$ cat src/design/preferential_attachment_graph_gen_core_assert.svh
// Assertion macros used by the graph generator back end.
`ifndef PREFERENTIAL_ATTACHMENT_GRAPH_GEN_CORE_ASSERT_SVH
`define PREFERENTIAL_ATTACHMENT_GRAPH_GEN_CORE_ASSERT_SVH

// Same-cycle implication, checked only outside reset.
`define PAG_ASSERT_IMP(lbl, ante, cons, msg) \
  lbl: assert property (@(posedge clk_i) disable iff (!rst_ni) (ante) |-> (cons)) \
    else $error(msg);

// Next-cycle implication, checked only outside reset.
`define PAG_ASSERT_NXT(lbl, ante, cons, msg) \
  lbl: assert property (@(posedge clk_i) disable iff (!rst_ni) (ante) |=> (cons)) \
    else $error(msg);

`endif

$ cat src/design/pag_pkg.sv
// Shared constants and types of the preferential attachment graph generator.
package pag_pkg;

  localparam int MAX_NODES_DEF = 1024;
  localparam int MAX_LINKS_DEF = 16;

  localparam int CORE_SIZE_W   = 5;
  localparam int TOTAL_NODES_W = 11;
  localparam int CFG_DATA_W    = 11;
  localparam int CFG_IDX_W     = 1;
  localparam int SAMPLE_W      = 32;
  localparam int TOTAL_W       = 32;
  localparam int NODE_W        = 10;
  localparam int STATUS_W      = 2;
  localparam int QUEUE_DEPTH   = 2;

  localparam logic [CORE_SIZE_W-1:0]   CORE_SIZE_RST   = 5'd2;
  localparam logic [TOTAL_NODES_W-1:0] TOTAL_NODES_RST = 11'd1024;

  localparam logic [CFG_IDX_W-1:0] CFG_CORE_SIZE   = 1'b0;
  localparam logic [CFG_IDX_W-1:0] CFG_TOTAL_NODES = 1'b1;

  typedef enum logic [0:0] {
    CMD_START  = 1'b0,
    CMD_SAMPLE = 1'b1
  } cmd_e;

  typedef enum logic [STATUS_W-1:0] {
    ST_EDGE    = 2'd0,
    ST_PENDING = 2'd1,
    ST_DUP     = 2'd2,
    ST_DONE    = 2'd3
  } status_e;

endpackage

$ cat src/design/pag_queue.sv
// Short command queue between the front end and the back end.
module pag_queue #(
  parameter int Width = 1
) (
  input  logic             clk_i,
  input  logic             rst_ni,
  input  logic             push_i,
  input  logic [Width-1:0] data_i,
  output logic             full_o,
  input  logic             pop_i,
  output logic             empty_o,
  output logic [Width-1:0] data_o
);

  localparam int Depth = pag_pkg::QUEUE_DEPTH;
  localparam int PtrW  = (Depth > 1) ? $clog2(Depth) : 1;
  localparam int CntW  = $clog2(Depth + 1);

  logic [Width-1:0] mem_q [Depth];
  logic [PtrW-1:0]  wr_ptr_q, rd_ptr_q;
  logic [CntW-1:0]  cnt_q;
  logic             do_push, do_pop;

  assign full_o  = cnt_q == CntW'(Depth);
  assign empty_o = cnt_q == '0;
  assign do_push = push_i && !full_o;
  assign do_pop  = pop_i && !empty_o;
  assign data_o  = mem_q[rd_ptr_q];

  always_ff @(posedge clk_i or negedge rst_ni) begin
    if (!rst_ni) begin
      wr_ptr_q <= '0;
      rd_ptr_q <= '0;
      cnt_q    <= '0;
    end else begin
      if (do_push) begin
        wr_ptr_q <= (wr_ptr_q == PtrW'(Depth - 1)) ? '0 : wr_ptr_q + PtrW'(1);
      end
      if (do_pop) begin
        rd_ptr_q <= (rd_ptr_q == PtrW'(Depth - 1)) ? '0 : rd_ptr_q + PtrW'(1);
      end
      if (do_push && !do_pop) begin
        cnt_q <= cnt_q + CntW'(1);
      end else if (do_pop && !do_push) begin
        cnt_q <= cnt_q - CntW'(1);
      end
    end
  end

  always_ff @(posedge clk_i) begin
    if (do_push) begin
      mem_q[wr_ptr_q] <= data_i;
    end
  end

endmodule

$ cat config.mk
export PLATFORM = sky130hd
export DESIGN_NAME = pag_queue
export DESIGN_NICKNAME = d
export VERILOG_FILES = /design/src/design/preferential_attachment_graph_gen_core_assert.svh /design/src/design/pag_pkg.sv /design/src/design/pag_queue.sv
export SDC_FILE = /design/constraint.sdc
export NUM_CORES = 1
export LEC_CHECK = 0
export ABC_AREA = 0
export BUFFER_PORTS_ARGS = -buffer_cell sky130_fd_sc_hd__clkbuf_2
export CAP_MARGIN = 10
export CELL_PAD_IN_SITES_DETAIL_PLACEMENT = 0
export CELL_PAD_IN_SITES_GLOBAL_PLACEMENT = 2
export CORE_AREA = 2 2 39 41
export DETAILED_ROUTE_END_ITERATION = 10
export DIE_AREA = 0 0 41 43
export GPL_ROUTABILITY_DRIVEN = 0
export GPL_TIMING_DRIVEN = 0
export HOLD_SLACK_MARGIN = 0.02
export PLACE_DENSITY = 0.52
export SLEW_MARGIN = 20
export SYNTH_ARGS = -nofsm -noshare
export SYNTH_HDL_FRONTEND = slang
export SYNTH_SLANG_ARGS = --single-unit
export TNS_END_PERCENT = 1
$ cat constraint.sdc
create_clock -name clk_i -period 1.8 [get_ports clk_i]
set_clock_uncertainty 0.1 [all_clocks]
set_input_delay 0.18 -clock clk_i [delete_from_list [all_inputs] [get_ports clk_i]]
set_output_delay 0.18 -clock clk_i [all_outputs]
set_load 0.005 [all_outputs]
==> reports/qor.yml, run 1 <==
drt:
  vias_per_cell: 3.39
  num_vias: 173
  drt-total-wl_microns: 425
  ant_nets: 0
  drtPass1Iterations: 4
  wl_per_cell_microns: 8.33
  drc_errors: 0
  drt-initial-drc-count: 3
synthesis:
  ys_seq_area_frac: 0.598
  syn_area_sq_um: 268
  synth_seq_cells: 6
  syn_nets: 28
  syn_inst: 22
  postSynthAreaPerCell_sq_um: 12.2
  synth.distinct_cells: 12
  yosysWarnings: 0
cells_and_area:
  final_area_sq_um: 369
  antennaDiodeCount: 0
  layout_common_cells: "7 x clkbuf_2, 4 x dfrtp_1, 3 x nor2_1, 3 x xnor2_1, 3 x clkbuf_4"
  drive_above_1_share: 0.314
  mostFrequentLayoutCell: "clkbuf_2"
  final_nets: 42
  instances_no_fill: 51
  syn_to_final_growth_pct: 37.9
critical_path:
  startpoint_type: "register"
  path_class: "reg2reg"
  reg2reg_from: "cnt_q[0]"
  startpoint: "cnt_q[0]"
  cp.arrival_ns: 1.64
  cp_max_fo: 5
  cp.required_ns: 1.86
  critPathCaptureType: "register"
global_routing:
  grt_pass1_wl_microns: 558
  grt_usage: 0.0586
  antenna_found_initial: 0
  grt_max_degree: 6
  overflow: 0
  grt_pass1_vias: 150
sta:
  fin_tns_setup_ns: 0
  whs_ns: 0.147
  finalHoldViolCount: 0
  finalSetupViolCount: 0
  period_minus_slack_ns: 1.58
  slew_headroom: 0.860
  clock.fmax_ghz: 0.634
  post-route-period-util: 0.876
  rsz0062_at_grt: "false"
  worst_pin_slew_ns: 0.209
  slew_violations: 0
min_path:
  hold_path.startpoint: "push_i"
  hp-class: "in2reg"
die:
  dieArea_sq_um: 1760
  core_area_sq_um: 1380
  ioPinCount: 8
  die_w_microns: 41
  start_util: 0.193
  rows: 14
  die_y_microns: 43
clock_network:
  cts_tree: "done"
  cts.sinks: 6
  postCtsSetupRepairBufs: 0
  clockBufferDepth: 2
  cts-resized-gates: 0
  clk_pin_slew_ns: 0.05
  worstSkewPairLatency_ns: 0.24
  ctsHoldBuffers: 2
  h-tree-depth: 1
  cts_root_buf: "clkbuf_4"
  cts_buffers: 3
pwr:
  vdd_drop_max_mv: 0.287
  powerDensity_nw_per_um2: 1640
  leakage_nw: 0.179
place:
  place_inst: 45
  portBuffers: 7
  dpl_cell_area_sq_um: 323
  dp_hpwl_microns: 342
run:
  drv_cap: 0
run_status:
  status: "completed"
## cells in the mapped netlist
| master | number | area [sq um] |
|---|---|---|
| dfrtp_1 | 4 | 100 |
| nor2_1 | 3 | 11.3 |
| xnor2_1 | 3 | 26.3 |
| edfxtp_1 | 2 | 60.1 |
| inv_1 | 2 | 7.51 |
| xor2_1 | 2 | 17.5 |
| and3_1 | 1 | 6.26 |
| ha_1 | 1 | 12.5 |
| mux2_2 | 1 | 11.3 |
| nand2_1 | 1 | 3.75 |
| nand2b_1 | 1 | 6.26 |
| o21ai_1 | 1 | 5.00 |
## critical path: stages, from the launching register on
cell      delay [ns]
dfrtp_1         0.43
nand2b_1        0.20
nand2_1         0.13
inv_1           0.06
ha_1            0.19
xor2_1          0.14
nor2_1          0.11
xor2_1          0.15
## sequential cells by signal, summed over array words and instances, names as in the netlist
name	flops
wr_ptr_q	1
rd_ptr_q	1
cnt_q	2
mem_q	2
## logic make-up after synthesis
family | after synthesis | synth area share
DFF | 6 | 0.598
and+or+nand+nor | 6 | 0.103
AOI/OAI and AO/OA | 1 | 0.0187
muxes | 1 | 0.0421
xor gates and xnor gates | 5 | 0.164
buffers and inverters | 2 | 0.0280
adders and majority gates | 1 | 0.0467
## cell type report
cell class | instances | area, sq um
fill | 154 | 1010
sequential | 6 | 160
multi-input combinational | 14 | 100
timing repair buffer | 9 | 55.1
clock buffer | 4 | 26.3
tap | 16 | 20.0
inverter | 2 | 7.51
## metrics by stage
stage	power (mW)	util	setup WS, ns
after floorplan	0.409	-	0.339
after global placement	0.471	0.233	0.247
after detailed placement	0.478	0.233	0.200
after CTS	0.619	0.267	0.188
after global routing	0.660	0.267	0.100
final	0.604	0.267	0.223
## where the power goes
part	switching, mW	internal [mW]	leakage (nW)
Combinational	0.0904	0.122	0.0984
Sequential	0.0545	0.205	0.0652
Clock	0.0478	0.0839	0.0150
## path summary, 6_finish.rpt
check | endpoint | slack [ns] | cells past startpoint
max in group asynchronous | cnt_q[1] | 1.30 | 2
worst min-delay path | wr_ptr_q | 0.15 | 3
worst min register to register | rd_ptr_q | 0.38 | 1
min in group asynchronous | wr_ptr_q | 0.17 | 2
worst max-delay path | cnt_q[1] | 0.22 | 7
worst max register to register | cnt_q[1] | 0.22 | 7
## routing by layer
layer	part of all wire	global-route usage	vias to the layer above	wire [microns]
met5	0	0	-	0
met3	0.031	0.0157	0	13
met2	0.53	0.0625	4	224
li1	-	-	97	-
met4	0	0.120	0	0
met1	0.44	0.0557	72	187
No activity file was read; power rests on OpenSTA's default activity.
==> inputs of run 2 (changes only) <==
--- a/config.mk
+++ b/config.mk
@@ -5,7 +5,6 @@
 export SDC_FILE = /design/constraint.sdc
 export NUM_CORES = 1
 export LEC_CHECK = 0
-export ABC_AREA = 0
 export BUFFER_PORTS_ARGS = -buffer_cell sky130_fd_sc_hd__clkbuf_2
 export CAP_MARGIN = 10
 export CELL_PAD_IN_SITES_DETAIL_PLACEMENT = 0
@@ -14,7 +13,6 @@
 export DETAILED_ROUTE_END_ITERATION = 10
 export DIE_AREA = 0 0 41 43
 export GPL_ROUTABILITY_DRIVEN = 0
-export GPL_TIMING_DRIVEN = 0
 export HOLD_SLACK_MARGIN = 0.02
 export PLACE_DENSITY = 0.52
 export SLEW_MARGIN = 20
==> run 2 against run 1 <==
Effect of this change: clock power about the same; final cell count unchanged; non-clock buffer count unchanged; core utilization unchanged; critical path type unchanged; critical endpoint unchanged; largest power group unchanged.
==> reports/qor.yml, run 2 (synthesis gave the netlist of run 1 again) <==
run_status:
  status: "completed"
cells_and_area:
  layout_common_cells: "7 x clkbuf_2, 4 x dfrtp_1, 3 x nor2_1, 3 x xnor2_1, 3 x clkbuf_4"
  top_regs: "cnt_q x2, mem_q x2"
  final_area_sq_um: 369
  final_nets: 42
  mostFrequentLayoutCell: "clkbuf_2"
  drive_above_1_share: 0.314
  antennaDiodeCount: 0
  syn_to_final_growth_pct: 37.9
drt:
  drc_errors: 0
  drt-initial-drc-count: 0
  wl_per_cell_microns: 8.63
  ant_nets: 0
  num_vias: 175
  drtPass1Iterations: 1
  vias_per_cell: 3.43
  drt-total-wl_microns: 440
sta:
  whs_ns: 0.152
  clock.fmax_ghz: 0.629
  finalHoldViolCount: 0
  worst_pin_slew_ns: 0.210
  period_minus_slack_ns: 1.59
  finalSetupViolCount: 0
  rsz0062_at_grt: "false"
  slew_headroom: 0.859
  slew_violations: 0
  fin_tns_setup_ns: 0
  post-route-period-util: 0.884
global_routing:
  grt_max_degree: 6
  grt_pass1_vias: 160
  grt_usage: 0.0586
  grt_pass1_wl_microns: 558
  overflow: 0
  antenna_found_initial: 0
clock_network:
  cts_buffers: 3
  cts_root_buf: "clkbuf_4"
  cts_tree: "done"
  clk_pin_slew_ns: 0.05
  cts-resized-gates: 0
  cts.sinks: 6
  worstSkewPairLatency_ns: 0.24
  h-tree-depth: 1
  clockBufferDepth: 2
critical_path:
  cp_max_fo: 5
  cp.arrival_ns: 1.65
  critPathCaptureType: "register"
  startpoint_type: "register"
  cp.required_ns: 1.86
  reg2reg_slack_ns: 0.21
  path_class: "reg2reg"
die:
  die_y_microns: 43
  dieArea_sq_um: 1760
  rows: 14
  ioPinCount: 8
  start_util: 0.193
  die_w_microns: 41
  core_area_sq_um: 1380
pwr:
  leakage_nw: 0.179
  pwr-share-comb: 0.354
  internal_power_mw: 0.411
  p_clk_frac: 0.215
  powerDensity_nw_per_um2: 1640
  vdd_drop_max_mv: 0.334
  swShare: 0.321
  switching_power_mw: 0.194
  pwr-share-seq: 0.430
  power_mw: 0.605
place:
  dpl_cell_area_sq_um: 323
  dp_hpwl_microns: 345
  portBuffers: 7
min_path:
  hp-class: "in2reg"
run:
  drv_cap: 0
==> run 2: final timing paths <==
check,startpoint,end,cells after the start
setup reg to reg,cnt_q[0],cnt_q[1],7
hold / removal,push_i,wr_ptr_q,3
min in group asynchronous,rst_ni,wr_ptr_q,2
max in group asynchronous,rst_ni,rd_ptr_q,2
setup / recovery,cnt_q[0],cnt_q[1],7
hold reg to reg,rd_ptr_q,rd_ptr_q,1
==> run 2: final cells by class <==
class                      instances  area [sq um]
multi-input combinational         14           100
timing repair buffer               9          55.1
fill                             153          1010
inverter                           2          7.51
clock buffer                       4          26.3
tap                               16          20.0
sequential                         6           160
==> run 2: what timing repair did <==
item,in CTS,in global routing
setup buffers,0,0
hold endpoints to repair,6,0
hold buffers,2,0
==> run 2: power groups by stage <==
stage,combinational (mW),sequential [mW],clock (mW)
floorplan,0.160,0.249,0
global route,0.247,0.268,0.145
CTS,0.220,0.262,0.139
finish,0.215,0.260,0.130
global placement,0.211,0.259,0
detailed placement,0.214,0.263,0
==> run 2: layer usage <==
layer  global-route usage  vias up  routed length, microns
met5                    0        -                       0
met4                0.120        0                       0
met3               0.0157        0                       8
met2               0.0656        2                     241
met1               0.0525       78                     190
li1                     -       95                       -
==> run 2: worst max-delay path: stages (launching register included) <==
cell      delay (ns)
dfrtp_1         0.43
nand2b_1        0.21
nand2_1         0.14
inv_1           0.06
ha_1            0.19
xor2_1          0.14
nor2_1          0.11
xor2_1          0.14
==> run 2: stage by stage <==
stage / setup WS [ns] / instances / util
3_5_place_dp: 0.206 / 45 / 0.233
6_report: 0.209 / 51 / 0.267
2_1_floorplan: 0.339 / 22 / -
5_1_grt: 0.0762 / 51 / 0.267
4_1_cts: 0.193 / 51 / 0.267
3_3_place_gp: 0.245 / 45 / 0.233
