[src/design/preferential_attachment_graph_gen_core_assert.svh]
// Assertion macros used by the graph generator back end.
`ifndef PREFERENTIAL_ATTACHMENT_GRAPH_GEN_CORE_ASSERT_SVH
`define PREFERENTIAL_ATTACHMENT_GRAPH_GEN_CORE_ASSERT_SVH

// Same-cycle implication, checked only outside reset.
`define PAG_ASSERT_IMP(lbl, ante, cons, msg) \
  lbl: assert property (@(posedge clk_i) disable iff (!rst_ni) (ante) |-> (cons)) \
    else $error(msg);

// Next-cycle implication, checked only outside reset.
`define PAG_ASSERT_NXT(lbl, ante, cons, msg) \
  lbl: assert property (@(posedge clk_i) disable iff (!rst_ni) (ante) |=> (cons)) \
    else $error(msg);

`endif

[src/design/pag_pkg.sv]
// Shared constants and types of the preferential attachment graph generator.
package pag_pkg;

  localparam int MAX_NODES_DEF = 1024;
  localparam int MAX_LINKS_DEF = 16;

  localparam int CORE_SIZE_W   = 5;
  localparam int TOTAL_NODES_W = 11;
  localparam int CFG_DATA_W    = 11;
  localparam int CFG_IDX_W     = 1;
  localparam int SAMPLE_W      = 32;
  localparam int TOTAL_W       = 32;
  localparam int NODE_W        = 10;
  localparam int STATUS_W      = 2;
  localparam int QUEUE_DEPTH   = 2;

  localparam logic [CORE_SIZE_W-1:0]   CORE_SIZE_RST   = 5'd2;
  localparam logic [TOTAL_NODES_W-1:0] TOTAL_NODES_RST = 11'd1024;

  localparam logic [CFG_IDX_W-1:0] CFG_CORE_SIZE   = 1'b0;
  localparam logic [CFG_IDX_W-1:0] CFG_TOTAL_NODES = 1'b1;

  typedef enum logic [0:0] {
    CMD_START  = 1'b0,
    CMD_SAMPLE = 1'b1
  } cmd_e;

  typedef enum logic [STATUS_W-1:0] {
    ST_EDGE    = 2'd0,
    ST_PENDING = 2'd1,
    ST_DUP     = 2'd2,
    ST_DONE    = 2'd3
  } status_e;

endpackage

[src/design/pag_front.sv]
// Front end: configuration registers, input beat acceptance and command classification.
module pag_front #(
  parameter int MaxNodes = pag_pkg::MAX_NODES_DEF,
  parameter int MaxLinks = pag_pkg::MAX_LINKS_DEF,
  localparam int CntW    = $clog2(MaxNodes + 1),
  localparam int LinkW   = $clog2(MaxLinks + 1),
  localparam int EntryW  = 1 + pag_pkg::SAMPLE_W + LinkW + CntW
) (
  input  logic                           clk_i,
  input  logic                           rst_ni,
  input  logic                           cfg_we_i,
  input  logic [pag_pkg::CFG_IDX_W-1:0]  cfg_index_i,
  input  logic [pag_pkg::CFG_DATA_W-1:0] cfg_data_i,
  input  logic                           in_valid_i,
  output logic                           in_stall_o,
  input  logic                           kind_i,
  input  logic [pag_pkg::SAMPLE_W-1:0]   sample_i,
  input  logic                           q_full_i,
  output logic                           q_push_o,
  output logic [EntryW-1:0]              q_data_o
);

  // Links per node are capped by the target storage and by the node space.
  localparam int LinkCap = (MaxLinks < MaxNodes - 1) ? MaxLinks : MaxNodes - 1;

  logic [pag_pkg::CORE_SIZE_W-1:0]   core_size_q;
  logic [pag_pkg::TOTAL_NODES_W-1:0] total_nodes_q;
  logic [LinkW-1:0]                  links;
  logic [CntW-1:0]                   limit;
  pag_pkg::cmd_e                     cmd;

  always_ff @(posedge clk_i or negedge rst_ni) begin
    if (!rst_ni) begin
      core_size_q   <= pag_pkg::CORE_SIZE_RST;
      total_nodes_q <= pag_pkg::TOTAL_NODES_RST;
    end else if (cfg_we_i) begin
      unique case (cfg_index_i)
        pag_pkg::CFG_CORE_SIZE: begin
          core_size_q <= cfg_data_i[pag_pkg::CORE_SIZE_W-1:0];
        end
        pag_pkg::CFG_TOTAL_NODES: begin
          total_nodes_q <= cfg_data_i[pag_pkg::TOTAL_NODES_W-1:0];
        end
        default: begin
        end
      endcase
    end
  end

  always_comb begin
    if (core_size_q == '0) begin
      links = LinkW'(1);
    end else if (int'(core_size_q) > LinkCap) begin
      links = LinkW'(LinkCap);
    end else begin
      links = LinkW'(core_size_q);
    end
    if (int'(total_nodes_q) > MaxNodes) begin
      limit = CntW'(MaxNodes);
    end else begin
      limit = CntW'(total_nodes_q);
    end
    cmd = kind_i ? pag_pkg::CMD_SAMPLE : pag_pkg::CMD_START;
  end

  assign in_stall_o = q_full_i;
  assign q_push_o   = in_valid_i && !q_full_i;
  assign q_data_o   = {cmd, sample_i, links, limit};

endmodule

[config.mk]
export PLATFORM = sky130hd
export DESIGN_NAME = pag_front
export DESIGN_NICKNAME = d
export VERILOG_FILES = /design/src/design/preferential_attachment_graph_gen_core_assert.svh /design/src/design/pag_pkg.sv /design/src/design/pag_front.sv
export SDC_FILE = /design/constraint.sdc
export NUM_CORES = 1
export LEC_CHECK = 0
export BUFFER_PORTS_ARGS = -buffer_cell sky130_fd_sc_hd__buf_2
export CORE_UTILIZATION = 36
export CTS_CLUSTER_DIAMETER = 100
export DETAILED_ROUTE_END_ITERATION = 8
export PLACE_DENSITY = 0.92
export REMOVE_ABC_BUFFERS = 1
export SYNTH_ARGS = -nofsm -noshare
export SYNTH_HDL_FRONTEND = slang
export SYNTH_SLANG_ARGS = --single-unit
[constraint.sdc]
create_clock -name clk_i -period 1.62 [get_ports clk_i]
set_clock_uncertainty 0.1 [all_clocks]
set_input_delay 0.243 -clock clk_i [delete_from_list [all_inputs] [get_ports clk_i]]
set_output_delay 0.243 -clock clk_i [all_outputs]
set_load 0.01 [all_outputs]
==> impl_results.md, run 1 <==
- Count of input and output buffers: 34
- Filler Cells Inserted: between 200 and 250
- Final setup fails: 1
- Gp weighted congestion: 0.7862
- Synth top area share: 0.3431
- Area leader, netlist: dfrtp_1
- Worst slew margin: 0.7507
- Die Ht: 55.26 µm
- Slack of the critical path: -0.04979 ns
- DRT antenna net count: 0
- Placed Instances: roughly 120
- Yosys warning total: 0
- Starting density of the core: 0.3977
- Overflow left after global routing: 0
- Max-Cap Viols: 0
- Crit path cell chain: or3_4, a21oi_2, buf_2
- Setup TNS Final: -0.04979 ns
- Worst hold path class: in -> reg
- Detailed-route via count: 608
- Antenna diode instance count: 0
- Crit-path slowest cell: dfrtp_1
- Share of layout cells above drive strength 1: 0.6703
- Max Clock Freq: 0.5989 GHz
- Die X: between 50 and 60 µm
- RSZ-0062 raised after global routing: true
- Routed WL: about 2.8 mm
- Avg Cell Area, Syn: 11.47 µm²
- Deepest clock path buffer count: 2
- Clk root buf: clkbuf_4
- Pre-CTS setup slack: around 0.24 ns
- Peak per-stage delay on the critical path: 0.40 ns
- FP Rows: 18
- Hold Fails Final Rpt: 0
- Status: complete, but fails checks
- DRT Pass-1 Iters: 3
- Vias in the first global route: 604
- Tcrit/Tclk final: 1.031
- WL per Instance: 23.44 µm
- Worst vdd ir: 0.6907 mV
- DRC viols: 0
- Worst hold slack: 0.09352 ns
- Synth area leaders: dfrtp_1 34%, buf_4 25%, mux2_4 15%
- Area Growth Syn to Fin: -0.7355%
- Iter 0 DRT Violations: 7
- Design Power: 0.001048 W
- CTS Buf Count: 3
- Core Region: between 2000 and 3000 µm²
- Nets@finish: ~140
- GRT Total Usage: 0.1885
- Pwr dens: around 1000 nW/µm²
- Startpoint types: flop
- Ports: 101
- Seq/Total Area, Yosys: 0.3946
- Fin crit period: between 1.5 and 2 ns
- Worst reg2reg startpoint: core_size_q[3]
- #FFs+latches synth: 16
- CP Launch Point: core_size_q[3]
- Worst path arrival time: 1.33 ns
- Leading cell type in the layout, fill and taps excluded: buf_2
- Commonest cells after routing, fill and taps aside: 34 x buf_2, 14 x nor2b_1, 14 x dfrtp_1
- Worst-path fanout max: 2
- Reg clk slew, reported paths: around 0.10 ns
- CTS tree: yes
- Worst Tran Pin Value: 0.3726 ns
- Clock Latency Late Sink: slightly below 0.3 ns
- Multi-input gate area: 345.3 µm²
- Violated checks: negative setup slack
- Post-Synthesis Cell Area: 1021 µm²
- Fin. max-slew vios: 0
- Hold path start: cfg_data_i[10]
- Leakage power figure: 0.5241 nW
- Total clock sinks: 16
- Gate Count Post-Synth: just under 90
- Initial antenna violation count: 0
- WP data required: 1.28 ns
- Via-to-Cell Ratio: 5.025
- Reg area: 402.9 µm²
- First-pass GRT wire length: 3.974 mm
- Setup Crit Path Kind: reg -> out
- Critical Path End Type: primary output
- Unique masters post-synth: 13
- H-tree Lvls: 1
- Fin cells: 121
- Die area: 3053 µm²
- Largest net degree at the start of global routing: 17
## Yosys cell counts
master / count
inv_1: 1
nor2b_4: 1
mux2_4: 10
a21oi_1: 1
buf_6: 1
clkbuf_1: 3
mux2_2: 6
nor2b_1: 14
dfrtp_1: 14
or3_1: 1
buf_4: 34
nand2_2: 1
dfstp_2: 2
## kinds of logic after synthesis
family,after synthesis,share of synthesized area
AO/OA/AOI/OAI,1,0.004897
flip-flops,16,0.3946
buffers and inverters,39,0.2757
multiplexers,16,0.2132
AND/OR/NAND/NOR,17,0.1115
## state kept, by name, indices dropped and copies added, names as in the netlist
signal	flops
core_size_q	5
total_nodes_q	11
## through the flow
step / area, µm² / utilization
2_1_floorplan: 743.2 / -
3_3_place_gp: 950.9 / 0.3704
3_5_place_dp: 950.9 / 0.3704
4_1_cts: 997.2 / 0.3884
5_1_grt: 1013 / 0.3947
6_report: 1013 / 0.3947
## worst paths after layout
check	to	cells past startpoint	slack, ns
worst max-delay path	q_data_o[11]	3	-0.05
worst min-delay path	total_nodes_q[10]	2	0.09
worst max register to register	core_size_q[3]	2	0.62
worst min register to register	total_nodes_q[5]	1	0.40
max in group asynchronous	total_nodes_q[10]	2	0.82
min in group asynchronous	total_nodes_q[4]	2	0.28
## final cells by class
type | count | share of cell area
clock buffer | 4 | 0.03580
multi-input combinational | 34 | 0.3407
sequential | 16 | 0.3975
timing repair buffer | 36 | 0.1852
tap | 30 | 0.03704
inverter | 1 | 0.003704
## critical path: cells and delay by family, from the launching register on
kind / cells / cell delay [ns]
AO/OA/AOI/OAI: 1 / 0.12
flip-flops: 1 / 0.40
AND/OR/NAND/NOR: 1 / 0.37
buffers and inverters: 1 / 0.14
## timing repair
action,CTS,global route
pin swaps,1,0
buffers inserted,0,1
endpoints found under the hold margin,14,0
endpoints found under the setup margin,1,1
hold buffers,1,0
resized for setup,0,2
## power breakdown
group	internal [W]	switching (W)
logic	0.000164	0.000113
clock network	0.000137	0.000123
registers	0.000464	0.0000467
total	0.000765	0.000283
## routing by layer
| layer | part of all wire | GRT usage | up-vias |
|---|---|---|---|
| met3 | 0.28 | 0.2670 | 0 |
| met2 | 0.37 | 0.2272 | 75 |
| li1 | - | - | 253 |
| met5 | 0 | 0 | - |
| met4 | 0 | 0 | 0 |
| met1 | 0.35 | 0.1994 | 280 |
No activity file was read; power rests on OpenSTA's default activity.
==> run 2: changes to the inputs <==
GPL_ROUTABILITY_DRIVEN = 0   (was default)
SKIP_CTS_REPAIR_TIMING = 1   (was default)
SKIP_LAST_GASP = 1   (was default)
==> impl_results.md, run 2 (synthesis results as in run 1) <==
- Setup Crit Path Kind: reg -> out
- Max-Cap Viols: 0
- Leading cell type in the layout, fill and taps excluded: buf_2
- Detailed-route via count: 608
- Hold path start: cfg_data_i[10]
- CTS tree: yes
- Reg clk slew, reported paths: 0.10 ns
- Clk root buf: clkbuf_4
- Starting density of the core: 0.3977
- Die area: approximately 3100 µm²
- Worst slew margin: 0.7507
- Tcrit/Tclk final: 1.031
- Largest regs: total_nodes_q x11, core_size_q x5
- Status: complete, but fails checks
- Clock Latency Late Sink: 0.29 ns
- Via-to-Cell Ratio: around 5.0
- WHS Path Cells: 2
- Flop2flop setup slack: 0.62 ns
- DRC viols: 0
- Final setup fails: 1
- CTS Buf Count: 3
- Pwr dens: 1034 nW/µm²
- Antenna diode instance count: 0
- Deepest clock path buffer count: 2
- Crit path cell chain: or3_4, a21oi_2, buf_2
- DRT antenna net count: 0
- Post-route cell area: 1013 µm²
- CP Depth: 3
- Clock power share: 0.248
- Hold Fails Final Rpt: 0
- Violated checks: negative setup slack
- Net switching power: 0.0002829 W
- Peak per-stage delay on the critical path: 0.40 ns
- Total clock sinks: 16
- Reg power frac: 0.488
- Crit path max-delay family: flip-flops
- Worst path arrival time: 1.33 ns
- Vias in the first global route: 595
- Final Core Density: 0.3947
- WP data required: roughly 1.3 ns
- Overflow left after global routing: 0
- Routed WL: 2.836 mm
- Die X: 55.26 µm
- Nets@finish: 142
- Area after DPL: 950.9 µm²
- Reg-to-reg endpoint: core_size_q[3]
- Startpoint types: flop
- Worst reg2reg startpoint: core_size_q[3]
- Worst-path fanout max: 2
- Core Region: 2567 µm²
- Crit-path slowest cell: dfrtp_1
- Hold worst-path end: total_nodes_q[10]
- First-pass GRT wire length: 3.939 mm
- Bufs and invs on worst path: 1
- Reg2Reg Depth: 2
- RSZ-0062 raised after global routing: true
- Ports: between 100 and 150
- Iter 0 DRT Violations: 5
- Largest net degree at the start of global routing: 17
- FP Rows: 18
- Initial antenna violation count: 0
- H-tree Lvls: 1
- Area Growth Syn to Fin: -0.7355%
- Worst hold path class: in -> reg
- Pint: 0.0007648 W
- Share of layout cells above drive strength 1: 0.6703
- Commonest cells after routing, fill and taps aside: 34 x buf_2, 14 x nor2b_1, 14 x dfrtp_1
- Critical Path End Type: primary output
- Worst Tran Pin Value: 0.3726 ns
- Die Ht: around 55 µm
- Combinational share of power: 0.264
- Fin crit period: 1.670 ns
- Max reg flops: 11
- Switching part of the total: 0.2700
- Slack of the critical path: -0.04979 ns
- Leakage power figure: around 0.52 nW
- WL per Instance: 23.44 µm
- Worst vdd ir: 0.6907 mV
- DRT Pass-1 Iters: 3
- Largest Register: total_nodes_q
- Max Clock Freq: 0.5989 GHz
- GRT Total Usage: 0.1870
- Filler Cells Inserted: 249
- Fin. max-slew vios: 0
- Count of input and output buffers: 34
==> run 2: worst max-delay path by stage <==
stage                              start            to
after floorplan           core_size_q[1]  q_data_o[11]
after global placement    core_size_q[1]  q_data_o[11]
after detailed placement  core_size_q[3]  q_data_o[11]
after CTS                 core_size_q[3]  q_data_o[11]
after global routing      core_size_q[3]  q_data_o[11]
final                     core_size_q[3]  q_data_o[11]
==> run 2: layout make-up <==
type / count / area, µm² / area share
clock buffers: 4 / 36.28 / 0.03580
repair buffers: 36 / 187.7 / 0.1852
multi-input cells: 34 / 345.3 / 0.3407
well taps: 30 / 37.54 / 0.03704
flip-flops and latches: 16 / 402.9 / 0.3975
inverters: 1 / 3.754 / 0.003704
==> run 2: worst reg2reg max path, cell delays in order (launching register included) <==
cell,delay [ns]
dfrtp_1,0.40
buf_4,0.14
mux2_2,0.25
==> run 2: power groups by stage <==
stage / clock, W / sequential [W] / combinational, W
CTS: 0.000267 / 0.000512 / 0.000268
finish: 0.000260 / 0.000511 / 0.000277
global placement: 0 / 0.000510 / 0.000261
floorplan: 0 / 0.000506 / 0.000161
global route: 0.000291 / 0.000521 / 0.000301
detailed placement: 0 / 0.000519 / 0.000266
==> run 2: through the flow <==
step	instances	setup slack (ns)	TNS (ns)	hold slack [ns]	power (W)
2_1_floorplan	51	0.3404	0	-0.1526	0.0006668
3_3_place_gp	115	0.3004	0	0.06286	0.0007710
3_5_place_dp	115	0.2438	0	0.07324	0.0007854
4_1_cts	119	-0.09076	-0.09076	-0.2445	0.001046
5_1_grt	121	-0.08845	-0.08845	0.07803	0.001113
6_report	121	-0.04979	-0.04979	0.09352	0.001048
==> run 2: per-layer routing <==
layer  track usage  vias to the layer above  wire [µm]
met1        0.1994                      280        989
met5             0                        -          0
met3        0.2670                        0        801
met2        0.2220                       75       1045
met4             0                        0          0
li1              -                      253          -
==> run 3: changes to the inputs <==
--- a/config.mk
+++ b/config.mk
@@ -7,9 +7,11 @@
 export LEC_CHECK = 0
 export BUFFER_PORTS_ARGS = -buffer_cell sky130_fd_sc_hd__buf_2
-export CORE_UTILIZATION = 36
+export CELL_PAD_IN_SITES_DETAIL_PLACEMENT = 1
+export CELL_PAD_IN_SITES_GLOBAL_PLACEMENT = 1
+export CORE_UTILIZATION = 24
 export CTS_CLUSTER_DIAMETER = 100
 export DETAILED_ROUTE_END_ITERATION = 8
 export GPL_ROUTABILITY_DRIVEN = 0
-export PLACE_DENSITY = 0.92
+export PLACE_DENSITY = 0.9
 export REMOVE_ABC_BUFFERS = 1
 export SKIP_CTS_REPAIR_TIMING = 1
@@ -18,2 +20,3 @@
 export SYNTH_HDL_FRONTEND = slang
 export SYNTH_SLANG_ARGS = --single-unit
+export TNS_END_PERCENT = 50
==> constraint.sdc (replaced) <==
create_clock -name clk_i -period 1.62 [get_ports clk_i]
set_clock_uncertainty 0.1 [all_clocks]
set_input_delay 0.405 -clock clk_i [delete_from_list [all_inputs] [get_ports clk_i]]
set_output_delay 0.405 -clock clk_i [all_outputs]
set_load 0.01 [all_outputs]
==> impl_results.md, run 3 (synthesis results as in run 1) <==
- Startpoint types: flop
- CTS tree: yes
- Worst hold path class: in -> reg
- GRT Total Usage: 0.1380
- Vias in the first global route: 661
- H-tree Lvls: 1
- Die Ht: a little under 70 µm
- Reg clk slew, reported paths: 0.06 ns
- Clock Latency Late Sink: 0.25 ns
- Share of layout cells above drive strength 1: 0.6703
- Post-route cell area: 1055 µm²
- CTS Buf Count: 3
- Ports: 101
- Setup TNS Final: -0.6395 ns
- Initial antenna violation count: 0
- Routed WL: 2.964 mm
- Leakage power figure: 0.5311 nW
- Pre-CTS setup slack: 0.08913 ns
- Multi-input gate area: about 350 µm²
- Met3 WL: 744 µm
- Hold Fails Final Rpt: 0
- Clk root buf: clkbuf_8
- Fin. max-slew vios: 0
- Total clock sinks: 16
- Fin cells: 141
- Hpwl dp: 2.325 mm
- DRT Pass-1 Iters: 2
- Count of input and output buffers: 34
- Max-Cap Viols: 0
- Deepest clock path buffer count: 2
- Detail Route met2 WL: 1.151 mm
- Fin crit period: 1.784 ns
- Leading cell type in the layout, fill and taps excluded: buf_2
- Die area: about 4500 µm²
- DRT antenna net count: 0
- Largest Register: total_nodes_q
- Final setup fails: 6
- Area Growth Syn to Fin: 3.309%
- Core Region: 4029 µm²
- DRC viols: 0
- Max Clock Freq: 0.5607 GHz
- FP Rows: 23
- Pwr dens: 1077 nW/µm²
- Highest metal used: met5
- WL per Instance: approximately 21 µm
- Commonest cells after routing, fill and taps aside: 35 x buf_2, 14 x nor2b_1, 14 x dfrtp_1
- Setup Crit Path Kind: reg -> out
- Area after DPL: 975.9 µm²
- Worst vdd ir: 0.5484 mV
- Tcrit/Tclk final: 1.101
- Via-to-Cell Ratio: 4.426
- Reg area: 402.9 µm²
- Worst-path fanout max: 3
- M1 wire length: 1.045 mm
- Worst path arrival time: around 1.3 ns
- Violated checks: negative setup slack
- Largest net degree at the start of global routing: 17
- Overflow left after global routing: 0
- Final Core Density: 0.2618
- Detailed-route via count: 624
- Nets@finish: ~140
- Placed Instances: 135
- Filler Cells Inserted: approximately 470
- Critical Path End Type: primary output
- Hold path start: cfg_data_i[6]
- Max reg flops: 11
- Worst reg2reg startpoint: total_nodes_q[10]
- RSZ-0062 raised after global routing: true
- Slack of the critical path: -0.1636 ns
- Starting density of the core: 0.2534
- Largest regs: total_nodes_q x11, core_size_q x5
- Worst slew margin: 0.7596
- Status: complete, but fails checks
- Die X: ~67 µm
- Antenna diode instance count: 0
- CP Launch Point: core_size_q[3]
- WP data required: about 1.1 ns
- Iter 0 DRT Violations: 17
- First-pass GRT wire length: ~4 mm
- Worst Tran Pin Value: around 0.36 ns
[run 3: worst max-delay path: stages (launching register included)]
cell and delay (ns):
dfrtp_1 0.40, or3_4 0.37, a21oi_2 0.12, buf_2 0.14
[run 3: cell type report]
class | instances | share of cell area
clock buffers | 4 | 0.05219
well taps | 50 | 0.05931
inverters | 1 | 0.003559
multi-input cells | 34 | 0.3274
repair buffers | 36 | 0.1756
flip-flops and latches | 16 | 0.3820
[run 3: where the power goes]
group / switching [W] / internal, W / total (W)
combinational: 0.000117 / 0.000162 / 0.000278
sequential: 0.0000428 / 0.000465 / 0.000508
clock: 0.000134 / 0.000215 / 0.000350
[run 3: layer usage]
| metal | vias up | track usage |
|---|---|---|
| met5 | - | 0.03750 |
| met4 | 2 | 0.02394 |
| met3 | 4 | 0.1892 |
| met2 | 84 | 0.1675 |
| met1 | 282 | 0.1348 |
| li1 | 252 | - |
[run 3: stage by stage]
step | total power [W] | hold WS [ns]
final | 0.001136 | 0.2850
after global routing | 0.001210 | 0.2772
after global placement | 0.0007762 | 0.2334
after detailed placement | 0.0007879 | 0.2415
after CTS | 0.001151 | -0.03260
after floorplan | 0.0006668 | 0.009409
[run 3: final timing paths]
path | endpoint | cells past startpoint | slack, ns
setup / recovery | q_data_o[11] | 3 | -0.16
min in group asynchronous | total_nodes_q[6] | 2 | 0.50
max in group asynchronous | core_size_q[1] | 2 | 0.61
hold reg to reg | total_nodes_q[7] | 1 | 0.40
setup reg to reg | total_nodes_q[10] | 2 | 0.53
hold / removal | total_nodes_q[6] | 2 | 0.28
